## src/rtl/blti_pkg.sv

```systemverilog
// Shared types and constants for the brightness-to-luminance interpolator.
// Depends on nothing; the core, tables, divider and sequencer import it.
`timescale 1ns / 1ps
package blti_pkg;

  localparam int VW        = 16;
  localparam int BRT_IW    = 8;
  localparam int STEP_IW   = 9;
  localparam int HUND_W    = 23;
  localparam int BRT_DEPTH  = 256;
  localparam int STEP_DEPTH = 512;
  localparam logic [HUND_W-1:0] HUND_MAX = 23'h7FFFFF;

  typedef enum logic [1:0] {
    KIND_WR_BRT  = 2'd0,
    KIND_WR_LUM  = 2'd1,
    KIND_WR_STEP = 2'd2,
    KIND_QUERY   = 2'd3
  } kind_t;

  typedef enum logic [1:0] {
    REG_BRT_CNT0  = 2'd0,
    REG_BRT_CNT1  = 2'd1,
    REG_STEP_CNT0 = 2'd2,
    REG_STEP_CNT1 = 2'd3
  } cfg_reg_t;

  typedef struct packed {
    logic [8:0] brt_cnt0;
    logic [8:0] brt_cnt1;
    logic [9:0] step_cnt0;
    logic [9:0] step_cnt1;
  } cfg_t;

  typedef struct packed {
    logic          we_brt;
    logic          we_lum;
    logic          we_step;
    logic          wr_sd;
    logic [8:0]    wr_idx;
    logic [VW-1:0] wr_data;
    logic          rd_sd;
    logic [8:0]    rd_idx;
  } mem_req_t;

  typedef struct packed {
    logic [VW-1:0] brt;
    logic [VW-1:0] lum;
    logic [VW-1:0] step;
  } mem_rsp_t;

  typedef struct packed {
    logic        start;
    logic [31:0] num;
    logic [9:0]  den;
  } div_req_t;

  typedef struct packed {
    logic        busy;
    logic        done;
    logic [31:0] quo;
  } div_rsp_t;

  typedef struct packed {
    logic busy;
    logic dividing;
  } ctrl_stat_t;

endpackage

```

## src/rtl/blti_div.sv

```systemverilog
// Restoring divider, one quotient bit per cycle, 32-bit dividend by 10-bit
// divisor, unsigned. Uses blti_pkg.
`timescale 1ns / 1ps
module blti_div (
  input  logic               clk,
  input  logic               rst_n,
  input  blti_pkg::div_req_t req,
  output blti_pkg::div_rsp_t rsp
);
  import blti_pkg::*;

  logic        busy_r;
  logic        done_r;
  logic [5:0]  cnt_r;
  logic [9:0]  rem_r;
  logic [9:0]  den_r;
  logic [31:0] quo_r;
  logic [10:0] trial_c;
  logic        fit_c;
  logic [10:0] diff_c;

  assign trial_c = {rem_r, quo_r[31]};
  assign fit_c   = trial_c >= {1'b0, den_r};
  assign diff_c  = trial_c - {1'b0, den_r};

  always_ff @(posedge clk) begin
    if (!rst_n) begin
      busy_r <= 1'b0;
      done_r <= 1'b0;
      cnt_r  <= '0;
    end else begin
      done_r <= 1'b0;
      if (req.start) begin
        busy_r <= 1'b1;
        cnt_r  <= 6'd32;
        rem_r  <= '0;
        den_r  <= req.den;
        quo_r  <= req.num;
      end else if (busy_r) begin
        rem_r <= fit_c ? diff_c[9:0] : trial_c[9:0];
        quo_r <= {quo_r[30:0], fit_c};
        cnt_r <= cnt_r - 6'd1;
        if (cnt_r == 6'd1) begin
          busy_r <= 1'b0;
          done_r <= 1'b1;
        end
      end
    end
  end

  assign rsp.busy = busy_r;
  assign rsp.done = done_r;
  assign rsp.quo  = quo_r;

endmodule

```

## config.mk

```make
export PLATFORM = sky130hd
export DESIGN_NAME = blti_div
export DESIGN_NICKNAME = d
export VERILOG_FILES = /design/src/rtl/blti_pkg.sv /design/src/rtl/blti_div.sv
export SDC_FILE = /design/constraint.sdc
export NUM_CORES = 1
export LEC_CHECK = 0
export BUFFER_PORTS_ARGS = -buffer_cell sky130_fd_sc_hd__clkbuf_2
export CELL_PAD_IN_SITES_DETAIL_PLACEMENT = 0
export CELL_PAD_IN_SITES_GLOBAL_PLACEMENT = 1
export CORE_MARGIN = 4
export CORE_UTILIZATION = 45
export DETAILED_ROUTE_END_ITERATION = 16
export PLACE_DENSITY = 0.82
export SLEW_MARGIN = 20
export SYNTH_ARGS = -nofsm -noshare
export SYNTH_HDL_FRONTEND = slang
export SYNTH_SLANG_ARGS = --single-unit
```

## constraint.sdc

```tcl
create_clock -name clk -period 4.22 [get_ports clk]
set_input_delay 0.844 -clock clk [delete_from_list [all_inputs] [get_ports clk]]
set_output_delay 0.844 -clock clk [all_outputs]
set_load 0.02 [all_outputs]
```

## Word level (Yosys, flattened, before mapping)

Index checks and enable logic that the tools add are counted.

| storage, ports and cells | value |
|---|---|
| bits in registers | 60 |
| output and inout port bits | 34 |

| operators by class | value |
|---|---|
| $add $sub $neg | 2 |
| magnitude comparators | 1 |
| equal/unequal tests | 1 |
| muxes and demuxes | 10 |
| bitwise operators | 2 |
| reduce and logical (&&, ||, !) cells | 5 |

Operators by type and width:

| cell | count |
|---|---|
| $mux W32 | 2 |
| $mux W10 | 2 |
| $mux W6 | 2 |
| $ge A11 B10 Y1 | 1 |
| $sub A10 B10 Y10 | 1 |
| $eq A6 B1 Y1 const B | 1 |
| $sub A6 B1 Y6 const B | 1 |
| $mux W1 | 4 |
| $reduce_and A2 Y1 | 2 |
| $reduce_or A3 Y1 | 1 |
| $not A1 Y1 | 2 |
| $reduce_bool A2 Y1 | 1 |
| $reduce_or A2 Y1 | 1 |

## Longest topological paths before layout

| logic depth | value |
|---|---|
| depth after elaboration | 4 |
| mapped depth | 9 |
| gate-level depth less buffers | 9 |

## Least setup slack after synthesis

OpenSTA, ideal clock, no wires.

| path | value |
|---|---|
| path kind | input to register |
| from | input port req[42] (netlist bit) |
| to | register quo_r[0] (enable) |
| library setup time | 403 ps |
| arrival time | 2393 ps |
| required time | 3817 ps |
| slack | 1425 ps |
| cell stages on the path | 3 |
| buffers on the path | 2 |
| cell sequence | clkbuf_1 clkbuf_1 o21a_1 |

| between the ends | value |
|---|---|
| cells in the longest elaborated chain, start to end | 2 |

Ends and longest elaborated chain:

| what | RTL line | source |
|---|---|---|
| start, declared | blti_div.sv:7 | `input blti_pkg::div_req_t req,` |
| $reduce_bool A2 Y1 (no source line) | -- |  |
| $reduce_and A2 Y1 (no source line) | -- |  |
| end signal, assigned | blti_div.sv:38 | `quo_r <= req.num;` |
| end signal, assigned | blti_div.sv:41 | `quo_r <= {quo_r[30:0], fit_c};` |
| end, declared | blti_div.sv:17 | `logic [31:0] quo_r;` |

No other way between the ends.
A chain may end at the register's enable or synchronous reset.

## Final worst setup path

| path | value |
|---|---|
| from | register rem_r[0] |
| to | register rem_r[6], data pin |

| between the ends | value |
|---|---|
| cells in the longest elaborated chain, start to end | 3 |
| elaborated cells between the ends (all ways) | 4 |
| those cells by class | 1 x add/sub; 1 x order compare; 2 x mux |

Ends and longest elaborated chain:

| what | RTL line | source |
|---|---|---|
| start, declared | blti_div.sv:15 | `logic [9:0] rem_r;` |
| start signal, assigned | blti_div.sv:40 | `rem_r <= fit_c ? diff_c[9:0] : trial_c[9:0];` |
| $sub A10 B10 Y10 / $ge A11 B10 Y1 (equally long branches) | blti_div.sv:24, blti_div.sv:23 |  |
| $mux W10 * | blti_div.sv:40 |  |
| $mux W10 * | blti_div.sv:39 | `end else if (busy_r) begin` |

Every way passes the cells marked *; elsewhere a longest branch is shown, timed or not. The select of a mux whose other input is x is not followed.

==> flow_results.org <==
** Outcome
- The run finished with clean final reports.

** Route
- The count of nets left with antenna violations once routing finished came out at 0.
- Routed length per placed instance :: 15.35 um
- After detailed routing, the number of vias per cell comes to 5.300.
- First-pass DRT Iterations :: 4
- DRC marker count from the first detailed-route iteration :: 81
- In the routed design, unresolved DRC markers number 0.
- Vias :: 2,104
- Total detailed-routing wirelength :: 6.093 mm

** Setup path
- The startpoint identified for the worst register-to-register timing path is rem_r[0].
- On the worst path, the slowest cell contributes a delay of 0.57 ns.
- Worst Path Required :: 4.30 ns
- On the critical path, the stage with the largest delay is an instance of sky130_fd_sc_hd__o32ai_4.
- STA classifies the critical path startpoint as a register.
- The worst setup path is captured at a register.
- Ordered cell list for the critical path :: ha_1 -> nor2b_4 -> o31a_1 -> o2111a_2 -> o32ai_4 -> mux2_4
- Of all nets on the critical path, the largest fanout is 8.
- Critical path start-end classification :: reg2reg
- Critical path arrival :: 2.78 ns
- The number of buffers and inverters on the critical path is 0.
- CP delay by family, top :: compound AO/OA/AOI/OAI gates
- The most critical setup path has its startpoint at rem_r[0].
- The setup check on the worst reg-to-reg path leaves a slack of 1.52 ns.

** Synthesis
- Most frequently used cell type in the post-synthesis netlist :: sky130_fd_sc_hd__edfxtp_1
- After synthesis, the largest area contributor takes up 51.23% of total cell area.
- Ranked by instance count, the synthesized netlist is headed by 52 x sky130_fd_sc_hd__edfxtp_1, 33 x sky130_fd_sc_hd__mux2_2, 16 x sky130_fd_sc_hd__inv_1, 16 x sky130_fd_sc_hd__nand2_1, 12 x sky130_fd_sc_hd__ha_1.
- Summing the sequential cell areas from Yosys gives 56.49% of the chip area.
- Counting flops with a built-in enable in the synthesized netlist gives 52.
- In the synthesized netlist, the number of instances is 236.
- The mapped netlist covers 0.003048 sq mm.
- The most used flip-flop cell after synthesis is sky130_fd_sc_hd__edfxtp_1.
- Cell accounting for the most synthesized area :: sky130_fd_sc_hd__edfxtp_1
- When the netlist entered floorplanning its net count stood at 294.
- Mean instance size in the synthesized netlist :: 12.91 sq um
- Sorting the synthesized cells by area gives the leading types as sky130_fd_sc_hd__edfxtp_1 51%, sky130_fd_sc_hd__mux2_2 12%, sky130_fd_sc_hd__dfxtp_1 5.3%.
- Register bit count reported by yosys :: 60
- Yosys printed 0 warnings.
- The number of different library cells used by synthesis comes to 46.
- In the synthesized netlist the async set-or-reset flop fraction comes to 0%.

** Die
- The die covers 0.008154 sq mm.
- The initial utilization of the core area, before any placement, comes to 47.19%.
- Io pins :: 79
- From left edge to right edge, the die measures 90.30 um.
- The core region is 0.006459 sq mm.
- Height of the die :: 90.30 um
- Number of core rows :: 29

** CTS
- Worst-Skew Late Latency :: 0.33 ns
- Clock tree from TritonCTS :: yes
- No sink is reached through more buffers than the 2 on the longest clock path.
- TritonCTS created 9 clock buffers.
- The number of hold buffers added after CTS was 0.
- After clock tree synthesis, the clock-pin slew on the worst setup and hold paths is 0.07 ns.
- CTS placed an instance of sky130_fd_sc_hd__clkbuf_8 at the clock tree root.
- CTS H-Tree Depth :: 3
- In this run the post-CTS setup repair buffer count came out at 0.
- Cells resized by post-CTS repair :: 0
- For this design, the sink count on the clock tree is 60.

** GRT
- Remaining global-route overflow :: 0
- Global routing's busiest layer :: met2
- Global routing consumed, on the met1 layer, 18.96% of the routing resources.
- Pin count of the biggest net entering global routing :: 44
- Wire length of the first global-routing pass :: 9.825 mm
- Antenna violations before repair :: 0
- In the global route stage, met3 resource usage came out at 5.500%.
- The via count of the first global-routing pass was 2,112.
- Total track usage :: 15.04%
- Global-route met2 utilization :: 23.77%

** Timing
- On the final layout, the worst hold slack is 0.4956 ns.
- Across all setup checks in the final design, the least slack found is 1.518 ns.
- Normalized max-slew margin :: 29.73%
- Period Utilization, post-route :: 64.03%
- Timing would allow up to 370.1 MHz.
- Setup repair after global routing left no endpoint under its margin.
- For the final routed database, the setup TNS stands at 0 ns.
- Count of pins over their slew limit :: 0
- Minimum clock period after layout :: 2.702 ns
- Hold Fails Final Rpt :: 0
- Setup violations remaining at the end of the flow were counted as 0.
- Between clock sinks in the finished design, the worst skew comes to 0.007475 ns.
- For the pin with the worst max-slew slack, the measured transition is 1.054 ns.

** Power
- Final Power :: 0.001529 W
- Power Dens Cells :: 415.1 mW/mm^2
- The analysis attributes to cell leakage a power of 1.555 nW.
- Across the VDD grid, the largest voltage drop is 0.2323 mV.

** Run
- # Max-Cap Violations :: 0

** Min path
- The path class of the tightest hold or removal check is reg2reg.
- HP Start :: cnt_r[1]

** Placed design
- The congestion estimate from routability-driven global placement came to 0.7733.
- Summed over all nets, the half-perimeter wirelength after detailed placement is 4.225 mm.
- Port-buffer cells :: 78
- OpenSTA, run right after detailed placement, puts the worst setup slack at 1.535 ns.

** Cells and area
- For this run, the post-layout net count is 373.
- Area growth, synth to finish :: 20.89%
- Of the cells placed in the final design, the portion with a size suffix greater than 1 is 41.88%.
- The repair_antennas step left the layout with diodes totalling 0.
report_power, final:
group          internal [W]  switching, W  total [W]
combinational      0.000139      0.000167   0.000306
clock              0.000281      0.000216   0.000497
sequential         0.000703     0.0000236   0.000726
sequential cells by signal (all words and copies together), names as in the netlist:
register	flops
busy_r	1
cnt_r	6
den_r	10
done_r	1
quo_r	32
rem_r	10
through the flow:
step | util, % | instance area, sq um | cells
after floorplan | - | 3048 | 236
final | 57.05 | 3685 | 397
after detailed placement | 54.07 | 3492 | 381
after global placement | 54.07 | 3492 | 381
after global routing | 57.05 | 3685 | 397
after CTS | 57.05 | 3685 | 397
per-layer routing:
metal  vias to the layer above  share of wire [%]
li1                       1032                  -
met1                       998                 44
met2                        62                 47
met3                        12                6.7
met4                         0                1.9
met5                         -                  0
cells by family after synthesis:
family,after synthesis,share of synthesized area [%]
adder cells (fa/ha/maj),13,5.583
AO/OA/AOI/OAI,34,8.251
AND/OR/NAND/NOR,54,9.032
multiplexers,41,14.98
XOR/XNOR,7,2.012
buffers and inverters,27,3.654
flip-flops,60,56.49
path summary, 6_finish.rpt:
kind / to / cells past startpoint
hold reg to reg: cnt_r[1] / 2
setup reg to reg: rem_r[6] / 6
setup / recovery: rem_r[6] / 6
hold / removal: cnt_r[1] / 2
cell type report:
type / instances / area [sq um]
inverter: 16 / 60.06
tap: 77 / 96.34
timing repair buffer: 79 / 397.9
sequential: 60 / 1722
multi-input combinational: 149 / 1216
clock buffer: 15 / 187.7
clock inverter: 1 / 5.005
fill: 570 / 2774
worst register-to-register path, cell delays in order (launching register included):
cell and delay [ns]:
sky130_fd_sc_hd__edfxtp_1 0.44, sky130_fd_sc_hd__ha_1 0.34, sky130_fd_sc_hd__nor2b_4 0.13, sky130_fd_sc_hd__o31a_1 0.29, sky130_fd_sc_hd__o2111a_2 0.33, sky130_fd_sc_hd__o32ai_4 0.58, sky130_fd_sc_hd__mux2_4 0.35
cells in the final DEF, fill, tap and decap left out, types with 2 or more instances in the layout:
cell type	Yosys	routed
sky130_fd_sc_hd__clkbuf_2	0	78
sky130_fd_sc_hd__dfxtp_1	8	8
sky130_fd_sc_hd__xnor2_1	4	4
sky130_fd_sc_hd__and2_1	2	2
sky130_fd_sc_hd__nor3_1	6	6
sky130_fd_sc_hd__edfxtp_1	52	52
sky130_fd_sc_hd__ha_1	12	12
sky130_fd_sc_hd__clkbuf_8	0	11
sky130_fd_sc_hd__o21ai_0	5	5
sky130_fd_sc_hd__mux2i_1	7	7
sky130_fd_sc_hd__nand2_1	16	16
sky130_fd_sc_hd__xor2_1	3	3
sky130_fd_sc_hd__a211oi_1	2	2
sky130_fd_sc_hd__inv_1	16	16
sky130_fd_sc_hd__nor2_1	11	11
sky130_fd_sc_hd__nor4_1	3	3
sky130_fd_sc_hd__nand4_1	2	2
sky130_fd_sc_hd__o31ai_1	2	2
sky130_fd_sc_hd__a21o_1	2	2
sky130_fd_sc_hd__a21oi_1	8	8
sky130_fd_sc_hd__a21boi_0	2	2
sky130_fd_sc_hd__mux2_2	33	33
sky130_fd_sc_hd__or2_2	2	2
sky130_fd_sc_hd__nand3_1	4	4
sky130_fd_sc_hd__clkbuf_1	5	3
sky130_fd_sc_hd__o21a_1	3	2
sky130_fd_sc_hd__a31oi_1	2	2
Note: power is estimated with default switching activity, not from simulation.
