**src/rtl/blti_pkg.sv**
```systemverilog
// Shared types and constants for the brightness-to-luminance interpolator.
// Depends on nothing; the core, tables, divider and sequencer import it.
`timescale 1ns / 1ps
package blti_pkg;

  localparam int VW        = 16;
  localparam int BRT_IW    = 8;
  localparam int STEP_IW   = 9;
  localparam int HUND_W    = 23;
  localparam int BRT_DEPTH  = 256;
  localparam int STEP_DEPTH = 512;
  localparam logic [HUND_W-1:0] HUND_MAX = 23'h7FFFFF;

  typedef enum logic [1:0] {
    KIND_WR_BRT  = 2'd0,
    KIND_WR_LUM  = 2'd1,
    KIND_WR_STEP = 2'd2,
    KIND_QUERY   = 2'd3
  } kind_t;

  typedef enum logic [1:0] {
    REG_BRT_CNT0  = 2'd0,
    REG_BRT_CNT1  = 2'd1,
    REG_STEP_CNT0 = 2'd2,
    REG_STEP_CNT1 = 2'd3
  } cfg_reg_t;

  typedef struct packed {
    logic [8:0] brt_cnt0;
    logic [8:0] brt_cnt1;
    logic [9:0] step_cnt0;
    logic [9:0] step_cnt1;
  } cfg_t;

  typedef struct packed {
    logic          we_brt;
    logic          we_lum;
    logic          we_step;
    logic          wr_sd;
    logic [8:0]    wr_idx;
    logic [VW-1:0] wr_data;
    logic          rd_sd;
    logic [8:0]    rd_idx;
  } mem_req_t;

  typedef struct packed {
    logic [VW-1:0] brt;
    logic [VW-1:0] lum;
    logic [VW-1:0] step;
  } mem_rsp_t;

  typedef struct packed {
    logic        start;
    logic [31:0] num;
    logic [9:0]  den;
  } div_req_t;

  typedef struct packed {
    logic        busy;
    logic        done;
    logic [31:0] quo;
  } div_rsp_t;

  typedef struct packed {
    logic busy;
    logic dividing;
  } ctrl_stat_t;

endpackage

```
**src/rtl/blti_if.sv**
```systemverilog
// Channel interfaces: input items, result items and configuration writes.
// Depends on nothing.
`timescale 1ns / 1ps
interface blti_in_if;
  logic        valid;
  logic        ready;
  logic [1:0]  kind;
  logic        subdev;
  logic [8:0]  entry_index;
  logic [15:0] entry_value;
  logic [15:0] brightness;
  modport source (output valid, kind, subdev, entry_index, entry_value, brightness,
                  input ready);
  modport sink (input valid, kind, subdev, entry_index, entry_value, brightness,
                output ready);
endinterface

interface blti_out_if;
  logic        valid;
  logic        ready;
  logic        error;
  logic [7:0]  lum_index;
  logic [8:0]  pac_step;
  logic [15:0] luminance;
  logic [22:0] luminance_hundredths;
  modport source (output valid, error, lum_index, pac_step, luminance,
                  luminance_hundredths, input ready);
  modport sink (input valid, error, lum_index, pac_step, luminance,
                luminance_hundredths, output ready);
endinterface


```
**src/rtl/blti_ctrl.sv**
```systemverilog
// Table writes, query sequencer: binary searches, interpolation arithmetic
// and the result register. Uses blti_pkg and the channel interfaces.
`timescale 1ns / 1ps
module blti_ctrl (
  input  logic                 clk,
  input  logic                 rst_n,
  input  blti_pkg::cfg_t       cfg,
  blti_in_if.sink              in_ch,
  blti_out_if.source           out_ch,
  output blti_pkg::mem_req_t   mreq,
  input  blti_pkg::mem_rsp_t   mrsp,
  output blti_pkg::div_req_t   dreq,
  input  blti_pkg::div_rsp_t   drsp,
  output blti_pkg::ctrl_stat_t stat
);
  import blti_pkg::*;

  typedef enum logic [3:0] {
    ST_IDLE, ST_SR_LAST, ST_SR_FIRST, ST_SR_INIT, ST_SR_PROBE, ST_SR_CMP,
    ST_RD_LO, ST_RD_UP, ST_RD_UP2, ST_MUL1, ST_MUL2, ST_DIV_GO, ST_DIV_WAIT,
    ST_SUM, ST_FIN
  } state_t;

  typedef enum logic [1:0] {PH_BRT, PH_SLO, PH_SQ, PH_SUP} phase_t;

  state_t        state_r;
  phase_t        ph_r;
  logic          tbl_step_r;
  logic          sd_r;
  logic          err_r;
  logic [VW-1:0] b_r, v_r, last_brt_r, blo_r, bup_r, lumlo_r, lumup_r;
  logic [9:0]    n_r, ns_r, l_r, hi_r;
  logic [8:0]    m_r, slo_r, sq_r, sup_r;
  logic [7:0]    up_r, lo_r;
  logic signed [27:0] p1_r;
  logic signed [34:0] p2_r;
  logic          neg_r;
  logic signed [32:0] q_r;
  logic [HUND_W-1:0]  hund_r;

  logic              out_valid_r, out_err_r;
  logic [7:0]        out_idx_r;
  logic [8:0]        out_step_r;
  logic [VW-1:0]     out_lum_r;
  logic [HUND_W-1:0] out_hund_r;

  logic          accept_c;
  logic [VW-1:0] rd_data_c;
  logic [9:0]    m_c;
  logic [8:0]    idx_c;
  logic          found_c;
  logic [8:0]    found_idx_c;
  logic [8:0]    brt_cnt_c;
  logic [9:0]    step_cnt_c, nb_c, ns_c;
  logic signed [16:0] diff_c;
  logic signed [10:0] ds_c, den_c;
  logic signed [27:0] prod_c;
  logic signed [34:0] p2_c, p2_abs_c;
  logic signed [10:0] den_abs_c;
  logic signed [32:0] q_c;
  logic [HUND_W-1:0]  base_c;
  logic signed [34:0] sum_c;
  logic [HUND_W-1:0]  clamp_c;

  assign in_ch.ready = (state_r == ST_IDLE);
  assign accept_c    = in_ch.valid && in_ch.ready;

  assign brt_cnt_c  = in_ch.subdev ? cfg.brt_cnt1 : cfg.brt_cnt0;
  assign step_cnt_c = in_ch.subdev ? cfg.step_cnt1 : cfg.step_cnt0;
  assign nb_c = (brt_cnt_c > 9'(BRT_DEPTH)) ? 10'(BRT_DEPTH) : {1'b0, brt_cnt_c};
  assign ns_c = (step_cnt_c > 10'(STEP_DEPTH)) ? 10'(STEP_DEPTH) : step_cnt_c;

  assign rd_data_c = tbl_step_r ? mrsp.step : mrsp.brt;
  assign m_c       = l_r + ((hi_r - l_r - 10'd1) >> 1);

  always_comb begin
    unique case (state_r)
      ST_SR_LAST:  idx_c = 9'(n_r - 10'd1);
      ST_SR_PROBE: idx_c = m_c[8:0];
      ST_RD_LO:    idx_c = {1'b0, lo_r};
      ST_RD_UP:    idx_c = {1'b0, up_r};
      default:     idx_c = '0;
    endcase
  end

  assign found_c = ((state_r == ST_SR_PROBE) && (l_r >= hi_r) && (l_r != n_r)) ||
                   ((state_r == ST_SR_CMP) && (rd_data_c == v_r));
  assign found_idx_c = (state_r == ST_SR_CMP) ? m_r : l_r[8:0];

  assign mreq.we_brt  = accept_c && (in_ch.kind == KIND_WR_BRT) && !in_ch.entry_index[8];
  assign mreq.we_lum  = accept_c && (in_ch.kind == KIND_WR_LUM) && !in_ch.entry_index[8];
  assign mreq.we_step = accept_c && (in_ch.kind == KIND_WR_STEP);
  assign mreq.wr_sd   = in_ch.subdev;
  assign mreq.wr_idx  = in_ch.entry_index;
  assign mreq.wr_data = in_ch.entry_value;
  assign mreq.rd_sd   = sd_r;
  assign mreq.rd_idx  = idx_c;

  assign diff_c    = $signed({1'b0, lumup_r}) - $signed({1'b0, lumlo_r});
  assign ds_c      = $signed({2'b00, sq_r}) - $signed({2'b00, slo_r});
  assign den_c     = $signed({2'b00, sup_r}) - $signed({2'b00, slo_r});
  assign prod_c    = diff_c * ds_c;
  assign p2_c      = 35'(p1_r) * 35'sd100;
  assign p2_abs_c  = p2_r[34] ? -p2_r : p2_r;
  assign den_abs_c = den_c[10] ? -den_c : den_c;
  assign q_c       = neg_r ? -$signed({1'b0, drsp.quo}) : $signed({1'b0, drsp.quo});
  assign base_c    = lumlo_r * 23'd100;
  assign sum_c     = $signed({12'd0, base_c}) + 35'(q_r);

  always_comb begin
    priority if (sum_c < 35'sd0) begin
      clamp_c = '0;
    end else if (sum_c > 35'sd8388607) begin
      clamp_c = HUND_MAX;
    end else begin
      clamp_c = sum_c[HUND_W-1:0];
    end
  end

  assign dreq.start = (state_r == ST_DIV_GO);
  assign dreq.num   = p2_abs_c[31:0];
  assign dreq.den   = den_abs_c[9:0];

  assign stat.busy     = (state_r != ST_IDLE);
  assign stat.dividing = drsp.busy;

  always_ff @(posedge clk) begin
    if (!rst_n) begin
      state_r     <= ST_IDLE;
      out_valid_r <= 1'b0;
    end else begin
      if (out_valid_r && out_ch.ready && (state_r != ST_FIN)) begin
        out_valid_r <= 1'b0;
      end
      if (found_c) begin
        unique case (ph_r)
          PH_BRT: begin
            up_r    <= found_idx_c[7:0];
            lo_r    <= (found_idx_c == 9'd0) ? 8'd0 : 8'(found_idx_c - 9'd1);
            state_r <= ST_RD_LO;
          end
          PH_SLO: begin
            slo_r   <= found_idx_c;
            v_r     <= b_r;
            ph_r    <= PH_SQ;
            state_r <= ST_SR_LAST;
          end
          PH_SQ: begin
            sq_r    <= found_idx_c;
            v_r     <= bup_r;
            ph_r    <= PH_SUP;
            state_r <= ST_SR_LAST;
          end
          PH_SUP: begin
            sup_r   <= found_idx_c;
            state_r <= ST_MUL1;
          end
        endcase
      end else begin
        unique case (state_r)
          ST_IDLE: begin
            if (accept_c && (in_ch.kind == KIND_QUERY)) begin
              sd_r       <= in_ch.subdev;
              b_r        <= in_ch.brightness;
              v_r        <= in_ch.brightness;
              n_r        <= nb_c;
              ns_r       <= ns_c;
              tbl_step_r <= 1'b0;
              ph_r       <= PH_BRT;
              err_r      <= 1'b0;
              state_r    <= ST_SR_LAST;
            end
          end
          ST_SR_LAST: begin
            if ((n_r == 10'd0) || (tbl_step_r && (v_r > last_brt_r))) begin
              err_r   <= 1'b1;
              state_r <= ST_FIN;
            end else begin
              state_r <= ST_SR_FIRST;
            end
          end
          ST_SR_FIRST: begin
            if (!tbl_step_r) begin
              last_brt_r <= rd_data_c;
            end
            if (rd_data_c < v_r) begin
              err_r   <= 1'b1;
              state_r <= ST_FIN;
            end else begin
              state_r <= ST_SR_INIT;
            end
          end
          ST_SR_INIT: begin
            if (rd_data_c > v_r) begin
              err_r   <= 1'b1;
              state_r <= ST_FIN;
            end else begin
              l_r     <= '0;
              hi_r    <= n_r;
              state_r <= ST_SR_PROBE;
            end
          end
          ST_SR_PROBE: begin
            if (l_r < hi_r) begin
              m_r     <= m_c[8:0];
              state_r <= ST_SR_CMP;
            end else begin
              err_r   <= 1'b1;
              state_r <= ST_FIN;
            end
          end
          ST_SR_CMP: begin
            if (rd_data_c < v_r) begin
              l_r <= {1'b0, m_r} + 10'd1;
            end else begin
              hi_r <= {1'b0, m_r};
            end
            state_r <= ST_SR_PROBE;
          end
          ST_RD_LO: begin
            state_r <= ST_RD_UP;
          end
          ST_RD_UP: begin
            blo_r   <= mrsp.brt;
            lumlo_r <= mrsp.lum;
            state_r <= ST_RD_UP2;
          end
          ST_RD_UP2: begin
            bup_r      <= mrsp.brt;
            lumup_r    <= mrsp.lum;
            v_r        <= blo_r;
            n_r        <= ns_r;
            tbl_step_r <= 1'b1;
            ph_r       <= PH_SLO;
            state_r    <= ST_SR_LAST;
          end
          ST_MUL1: begin
            if (sup_r == slo_r) begin
              q_r     <= '0;
              state_r <= ST_SUM;
            end else begin
              p1_r    <= prod_c;
              state_r <= ST_MUL2;
            end
          end
          ST_MUL2: begin
            p2_r    <= p2_c;
            state_r <= ST_DIV_GO;
          end
          ST_DIV_GO: begin
            neg_r   <= p2_r[34] ^ den_c[10];
            state_r <= ST_DIV_WAIT;
          end
          ST_DIV_WAIT: begin
            if (drsp.done) begin
              q_r     <= q_c;
              state_r <= ST_SUM;
            end
          end
          ST_SUM: begin
            hund_r  <= clamp_c;
            state_r <= ST_FIN;
          end
          ST_FIN: begin
            if (!out_valid_r || out_ch.ready) begin
              out_valid_r <= 1'b1;
              out_err_r   <= err_r;
              out_idx_r   <= err_r ? 8'd0 : up_r;
              out_step_r  <= err_r ? 9'd0 : sq_r;
              out_lum_r   <= err_r ? 16'd0 : lumup_r;
              out_hund_r  <= err_r ? 23'd0 : hund_r;
              state_r     <= ST_IDLE;
            end
          end
          default: begin
            state_r <= ST_IDLE;
          end
        endcase
      end
    end
  end

  assign out_ch.valid                = out_valid_r;
  assign out_ch.error                = out_err_r;
  assign out_ch.lum_index            = out_idx_r;
  assign out_ch.pac_step             = out_step_r;
  assign out_ch.luminance            = out_lum_r;
  assign out_ch.luminance_hundredths = out_hund_r;

endmodule
```
**src/flat_wrapper.sv**
```systemverilog
// flat-port wrapper written by rule: the top's interface ports become plain ports
module blti_ctrl_flat import blti_pkg::*;
  (clk, rst_n, cfg, mreq, mrsp, dreq, drsp, stat, in_ch_valid, in_ch_kind, in_ch_subdev, in_ch_entry_index, in_ch_entry_value, in_ch_brightness, in_ch_ready, out_ch_valid, out_ch_error, out_ch_lum_index, out_ch_pac_step, out_ch_luminance, out_ch_luminance_hundredths, out_ch_ready);
  blti_in_if in_ch_i ();
  blti_out_if out_ch_i ();
  input  logic clk;
  input  logic rst_n;
  input  blti_pkg::cfg_t cfg;
  output blti_pkg::mem_req_t mreq;
  input  blti_pkg::mem_rsp_t mrsp;
  output blti_pkg::div_req_t dreq;
  input  blti_pkg::div_rsp_t drsp;
  output blti_pkg::ctrl_stat_t stat;
  input wire logic [$bits(in_ch_i.valid)-1:0] in_ch_valid;
  input wire logic [$bits(in_ch_i.kind)-1:0] in_ch_kind;
  input wire logic [$bits(in_ch_i.subdev)-1:0] in_ch_subdev;
  input wire logic [$bits(in_ch_i.entry_index)-1:0] in_ch_entry_index;
  input wire logic [$bits(in_ch_i.entry_value)-1:0] in_ch_entry_value;
  input wire logic [$bits(in_ch_i.brightness)-1:0] in_ch_brightness;
  output wire logic [$bits(in_ch_i.ready)-1:0] in_ch_ready;
  output wire logic [$bits(out_ch_i.valid)-1:0] out_ch_valid;
  output wire logic [$bits(out_ch_i.error)-1:0] out_ch_error;
  output wire logic [$bits(out_ch_i.lum_index)-1:0] out_ch_lum_index;
  output wire logic [$bits(out_ch_i.pac_step)-1:0] out_ch_pac_step;
  output wire logic [$bits(out_ch_i.luminance)-1:0] out_ch_luminance;
  output wire logic [$bits(out_ch_i.luminance_hundredths)-1:0] out_ch_luminance_hundredths;
  input wire logic [$bits(out_ch_i.ready)-1:0] out_ch_ready;
  assign in_ch_i.valid = in_ch_valid;
  assign in_ch_i.kind = in_ch_kind;
  assign in_ch_i.subdev = in_ch_subdev;
  assign in_ch_i.entry_index = in_ch_entry_index;
  assign in_ch_i.entry_value = in_ch_entry_value;
  assign in_ch_i.brightness = in_ch_brightness;
  assign in_ch_ready = in_ch_i.ready;
  assign out_ch_valid = out_ch_i.valid;
  assign out_ch_error = out_ch_i.error;
  assign out_ch_lum_index = out_ch_i.lum_index;
  assign out_ch_pac_step = out_ch_i.pac_step;
  assign out_ch_luminance = out_ch_i.luminance;
  assign out_ch_luminance_hundredths = out_ch_i.luminance_hundredths;
  assign out_ch_i.ready = out_ch_ready;
  blti_ctrl u_core (.clk(clk), .rst_n(rst_n), .cfg(cfg), .in_ch(in_ch_i), .out_ch(out_ch_i), .mreq(mreq), .mrsp(mrsp), .dreq(dreq), .drsp(drsp), .stat(stat));
endmodule
```
**config.mk**
```make
export PLATFORM = sky130hd
export DESIGN_NAME = blti_ctrl_flat
export DESIGN_NICKNAME = d
export VERILOG_FILES = /design/src/rtl/blti_pkg.sv /design/src/rtl/blti_if.sv /design/src/rtl/blti_ctrl.sv /design/src/flat_wrapper.sv
export SDC_FILE = /design/constraint.sdc
export NUM_CORES = 1
export LEC_CHECK = 0
export CAP_MARGIN = 20
export CORE_MARGIN = 2
export CORE_UTILIZATION = 55
export DETAILED_ROUTE_END_ITERATION = 6
export DONT_BUFFER_PORTS = 1
export PLACE_DENSITY = 0.7
export SLEW_MARGIN = 20
export SYNTH_ARGS = -nofsm -noshare
export SYNTH_HDL_FRONTEND = slang
export SYNTH_SLANG_ARGS = --single-unit
```
**constraint.sdc**
```tcl
create_clock -name clk -period 21.7 [get_ports clk]
set_clock_uncertainty 0.15 [all_clocks]
set_input_delay 3.255 -clock clk [delete_from_list [all_inputs] [get_ports clk]]
set_output_delay 3.255 -clock clk [all_outputs]
set_load 0.03 [all_outputs]
```
* Yosys cells after proc, flatten, opt, wreduce, memory -nomap -nowiden
Cells that the tools add are included.
** Cells by class
- $lt $le $gt $ge :: 9
- Div/mod/pow operators :: 0
- Add/sub/neg operators :: 13
- Multipliers :: 3
- Shift-type cells :: 0
- Muxes and demuxes :: 51
- Equality and inequality tests :: 38
- Reductions and logical operators :: 51
- Bitwise operators :: 4
** Operators by type and width (number)
- 33-bit two-way mux :: 3
- 10-bit two-way mux :: 7
- 33-bit case mux with 2 select lines :: 1
- 16-bit case mux with 2 select lines :: 2
- 10-bit case mux with 2 select lines :: 3
- 4-bit case mux with 15 select lines :: 1
- 16-bit two-way mux :: 3
- 9-bit case mux with 4 select lines :: 1
- 35-bit by 24-bit > comparator with 1-bit output, second input constant :: 1
- 35-bit by 1-bit less-than comparator with 1-bit output, second input constant :: 1
- 24-bit by 33-bit adder with 34-bit output :: 1
- 28-bit by 6-bit multiplier with 33-bit output, second input constant :: 1
- 32-bit negator with 33-bit output :: 1
- 16-bit > comparator :: 2
- 32-bit two-way mux :: 1
- 4-bit two-way mux :: 8
- 32-bit negator :: 1
- 3-bit AND reduction :: 10
- 4-bit equality test, second input constant :: 7
- 4-bit AND reduction :: 7
- 17-bit by 10-bit multiplier with 27-bit output :: 1
- 9-bit two-way mux :: 3
- 23-bit two-way mux :: 1
- 16-bit by 5-bit multiplier with 21-bit output, second input constant :: 1
- 51 further kinds :: 101
** Storage, ports and cells
- Memory bits (writable) :: 0
- Memories kept :: 0
- Word-level logic and storage cells :: 202
- Register bits after elaboration :: 389
- ROM bits :: 0
- Latch bits :: 0
- Output and inout port bits :: 143

* Depth between registers and ports, before layout
- Depth after elaboration :: 6
- Mapped depth :: 32
- Depth with buffers taken out :: 31

* Worst setup path after synthesis
OpenSTA, ideal clock, no wires.
- Path kind :: input -> register
- Start point :: input port mrsp[15] (netlist bit)
- End point :: register u_core.out_err_r (netlist: u_core.out_ch.error) (enable)
- Stages on the path :: 12
- Setup time :: 0.554 ns
- Slack :: 11.852 ns
- Arrival :: 9.145 ns
- Cell sequence :: mux2_2 -> ha_1 -> nand4_1 -> nor2_1 -> nand3_1 -> nor3_1 -> nand2_1 -> and2_1 -> clkbuf_1 -> nand2_1 -> clkbuf_1 -> nor3b_1
** Between the ends
- Word-level cells in the longest chain between the ends :: 6
** RTL lines
- from (decl) :: line flat_wrapper.sv:10 : input blti_pkg::mem_rsp_t mrsp;
- 16-bit two-way mux :: line blti_ctrl.sv:73 : assign rd_data_c = tbl_step_r ? mrsp.step : mrsp.brt;
- 16-bit equality test :: line blti_ctrl.sv:87 : ((state_r == ST_SR_CMP) && (rd_data_c == v_r));
- 1-bit logical AND :: line blti_ctrl.sv:87
- 1-bit logical OR :: line blti_ctrl.sv:86 : assign found_c = ((state_r == ST_SR_PROBE) && (l_r >= hi_r) && (l_r != n_r)) ||
- 1-bit inverter (no source line)
- 4-bit AND reduction (no source line)
- to (signal assigned) :: line blti_ctrl.sv:267 : out_err_r <= err_r;
- to (decl) :: line blti_ctrl.sv:41 : logic out_valid_r, out_err_r;
No other way between the ends.
A chain may end at the register's enable or synchronous reset.

* Final worst setup path
- Start point :: register u_core.lumlo_r[0]
- End point :: register u_core.p1_r[25] (data pin)
** Between the ends
- Word-level cells in the longest chain between the ends :: 2
** RTL lines
- from (decl) :: line blti_ctrl.sv:31 : logic [VW-1:0] b_r, v_r, last_brt_r, blo_r, bup_r, lumlo_r, lumup_r;
- from (signal assigned) :: line blti_ctrl.sv:225 : lumlo_r <= mrsp.lum;
- 16-bit by 16-bit subtractor with 17-bit output :: line blti_ctrl.sv:99 : assign diff_c = $signed({1'b0, lumup_r}) - $signed({1'b0, lumlo_r});
- 17-bit by 10-bit multiplier with 27-bit output :: line blti_ctrl.sv:102 : assign prod_c = diff_c * ds_c;
- net u_core.prod_c[25] :: line blti_ctrl.sv:57 : logic signed [27:0] prod_c;
- to (signal assigned) :: line blti_ctrl.sv:242 : p1_r <= prod_c;
- to (decl) :: line blti_ctrl.sv:35 : logic signed [27:0] p1_r;
The timed path passes the listed nets, and every way through them passes these cells.

==> summary.txt <==
Critical path
  – Flop-to-flop setup slack: 13080 ps
  – Worst EP required: 21910 ps
  – Arrival time worst endpoint: 8830 ps
  – R2r startpoint: u_core.lumlo_r[0]
  – Slowest cell delay on critical path: 730 ps
  – CP dominant cell by count: fa_1
  – R2r worst-path depth: 28
  – Crit-path slowest cell: a31oi_1
  – CP Capture Type: flop
  – CP Launch Type: flop
  – WS Path Type: flop to flop
  – Crit path max fanout: 10
  – R2R Path End: u_core.p1_r[25]

CTS
  – Hold Buf Count CTS: 0
  – Clock-pin slew on the worst setup and hold paths: 70 ps
  – # Post-CTS Setup Buffers: 0
  – Root buffer cell: clkbuf_16
  – Worst-Skew Late Latency: 600 ps
  – Largest buffer count on any clock path: 3
  – CTS resizes: 0
  – H-tree levels: 2
  – Total CTS buffers: 43
  – CTS tree: done
  – CTS sink count: 386

Place
  – Inst Count DP: 3807
  – Detailed placer's ending HPWL: 58.6 mm
  – I/O Buffers: 0
  – Placed cell area: 32500 um^2
  – Placer Congestion: 0.943

Route
  – # DRC: 0
  – Via count: 22300
  – 1st-pass router iterations: 5
  – Antenna Nets Post-Route: 0
  – DR iter-0 viols: 1385
  – Routed WL per cell: 19.1 um
  – Via-per-instance ratio: 5.74
  – Final WL: 74.1 mm

Synthesis
  – Synth top cells by count: inv_1 (495), edfxtp_1 (381), ha_1 (326), nand2_1 (238), nor2_1 (199)
  – YS warnings: 0
  – Post-synth EDFFs: 381
  – Largest cells by area after synthesis: edfxtp_1 (36%), ha_1 (13%), fa_1 (12%)
  – Async S/R FF share, synth: 0%
  – Top-area cell type share of the netlist area: 36.0%
  – Syn Inst Count: 3116
  – Synth cell types: 77
  – Synthesized flop and latch total: 386
  – Syn Area/Cell: 10.2 um^2
  – Cell with the most instances after synthesis: inv_1
  – Synthesized area: 31800 um^2
  – Sequential share of the synthesized area: 36.3%
  – Cell taking the most area after synthesis: edfxtp_1
  – Synth Flop Type: edfxtp_1

Finish
  – Util after Layout: 59.4%
  – Layout Nets: 3773
  – Layout area overhead: 7.25%
  – Post-layout instance area: 34100 um^2
  – Filler cells: 4787
  – # diodes: 0
  – Fin cells: 3889
  – Layout cells sized above 1: 5.76%

Timing
  – Setup violators final: 0
  – Rel. slew slack: 23.7%
  – Hold Vio Cnt, Final: 0
  – Max Fclk: 116 MHz
  – Min cycle time layout: 8620 ps
  – Max-slew violations: 0
  – Fin Hold WS: 360 ps
  – Sum of negative setup slack: 0 ps
  – Period utilization: 39.7%
  – Worst Tran Pin Value: 1140 ps
  – RSZ-0062 raised after global routing: no

Die
  – Initial Util: 55.4%
  – Placeable Area: 57400 um^2
  – Die ar.: 59700 um^2
  – Die Wd: 244 um
  – Die Ht: 244 um
  – Rows: 88
  – I/O pins: 311

Power
  – Internal: 0.00131 W
  – Peak supply drop: 62.8 uV
  – Share of total power in sequential cells: 48.3%
  – Lkg Pwr: 14.8 nW
  – Share of total power in combinational logic: 7.9%
  – Sw Pwr: 0.000407 W
  – Clock share of power: 43.9%
  – Pwr Density: 50.4 nW/um^2
  – Sw frac: 23.7%

GRT
  – Antenna violations before repair: 2
  – GRT Total Usage: 24.9%
  – Largest net degree at the start of global routing: 51
  – Global route total overflow: 0
  – Number of global-route vias before repair: 22900
  – First-pass GRT wire length: 119 mm

Outcome
  – Status: complete, no violations

Job
  – Max-cap violations: 0

Hold path
  – Hold endpoint: u_core.p2_r[4]
  – Critical hold path startpoint: u_core.p1_r[2]
  – Worst Hold Class: flop to flop
  – Worst hold path depth: 0
## layout by cell type, fill, tap and decap left out, drive strengths merged, types with 25 or more instances in the layout
master  netlist  layout
xnor2       131     131
buf          41      33
inv         495     497
nand2       238     238
nor2        199     199
mux2i        45      45
nor3         57      57
o21ai        99      99
xor2         90      90
clkbuf       65      53
and3         25      25
nor2b        96      96
nand3        59      59
edfxtp      381     381
fa          190     190
nand2b       32      32
a21oi       126     126
a21o         50      50
ha          326     326
## power groups by stage
| stage | combinational (W) | sequential (W) | clock [W] |
|---|---|---|---|
| after floorplan | 0.000117 | 0.000842 | 0 |
| after global placement | 0.000131 | 0.000845 | 0 |
| after detailed placement | 0.000134 | 0.000845 | 0 |
| after CTS | 0.000136 | 0.000829 | 0.000767 |
| after global routing | 0.000152 | 0.000830 | 0.000793 |
| final | 0.000135 | 0.000830 | 0.000754 |
## critical path, delay by kind of cell, from the launching register on
family	cells	cell delay [ps]
and+or+nand+nor	4	570
AOI/OAI and AO/OA	12	3360
adders and majority gates	8	3670
DFF	1	450
buffers and inverters	4	210
## state kept, by name, summed over array words and instances (netlist names), 23 cells and up
name and flops:
u_core.p2_r 31, u_core.hund_r 23, u_core.p1_r 27, u_core.q_r 33, u_core.out_ch.luminance_hundredths 23
## worst max-delay path by stage
stage	from	end	slack (ps)	cells past startpoint
floorplan	mrsp[15]	u_core.out_ch.error	11850	12
global placement	u_core.lumlo_r[1]	u_core.p1_r[25]	13300	29
detailed placement	u_core.lumlo_r[0]	u_core.p1_r[25]	13170	28
CTS	u_core.lumlo_r[0]	u_core.p1_r[25]	13170	28
global route	u_core.lumlo_r[0]	u_core.p1_r[25]	12530	28
finish	u_core.lumlo_r[0]	u_core.p1_r[25]	13080	28
## layout make-up
class                   instances  area, um^2  area share [%]
repair buffers                 33         283           0.830
multi-input cells            2129       17900            52.7
inverters                     496        1860            5.47
clock inverters                27         332           0.973
clock buffers                  53        1140            3.36
flip-flops and latches        386       11500            33.9
well taps                     765         957            2.81
## layer usage
metal | up-vias | GRT usage [%] | share of wire, %
met2 | 683 | 42.8 | 49
li1 | 10600 | - | -
met1 | 10900 | 31.1 | 40
met5 | - | 0 | 0.028
met3 | 136 | 5.94 | 7.3
met4 | 4 | 7.86 | 2.9
## kinds of logic after synthesis
| family | synth area share (%) |
|---|---|
| XOR/XNOR | 6.09 |
| multiplexers | 2.06 |
| AO/OA/AOI/OAI | 9.93 |
| adder cells (fa/ha/maj) | 24.8 |
| other | 0.0118 |
| AND/OR/NAND/NOR | 13.3 |
| buffers and inverters | 7.49 |
| flip-flops | 36.3 |
## stage by stage
| stage | total power [W] | worst slack [ps] |
|---|---|---|
| 6_report | 0.00172 | 13080 |
| 3_5_place_dp | 0.000980 | 13170 |
| 2_1_floorplan | 0.000959 | 11850 |
| 5_1_grt | 0.00177 | 12530 |
| 3_3_place_gp | 0.000976 | 13300 |
| 4_1_cts | 0.00173 | 13170 |
(Power assumes the default switching activity.)
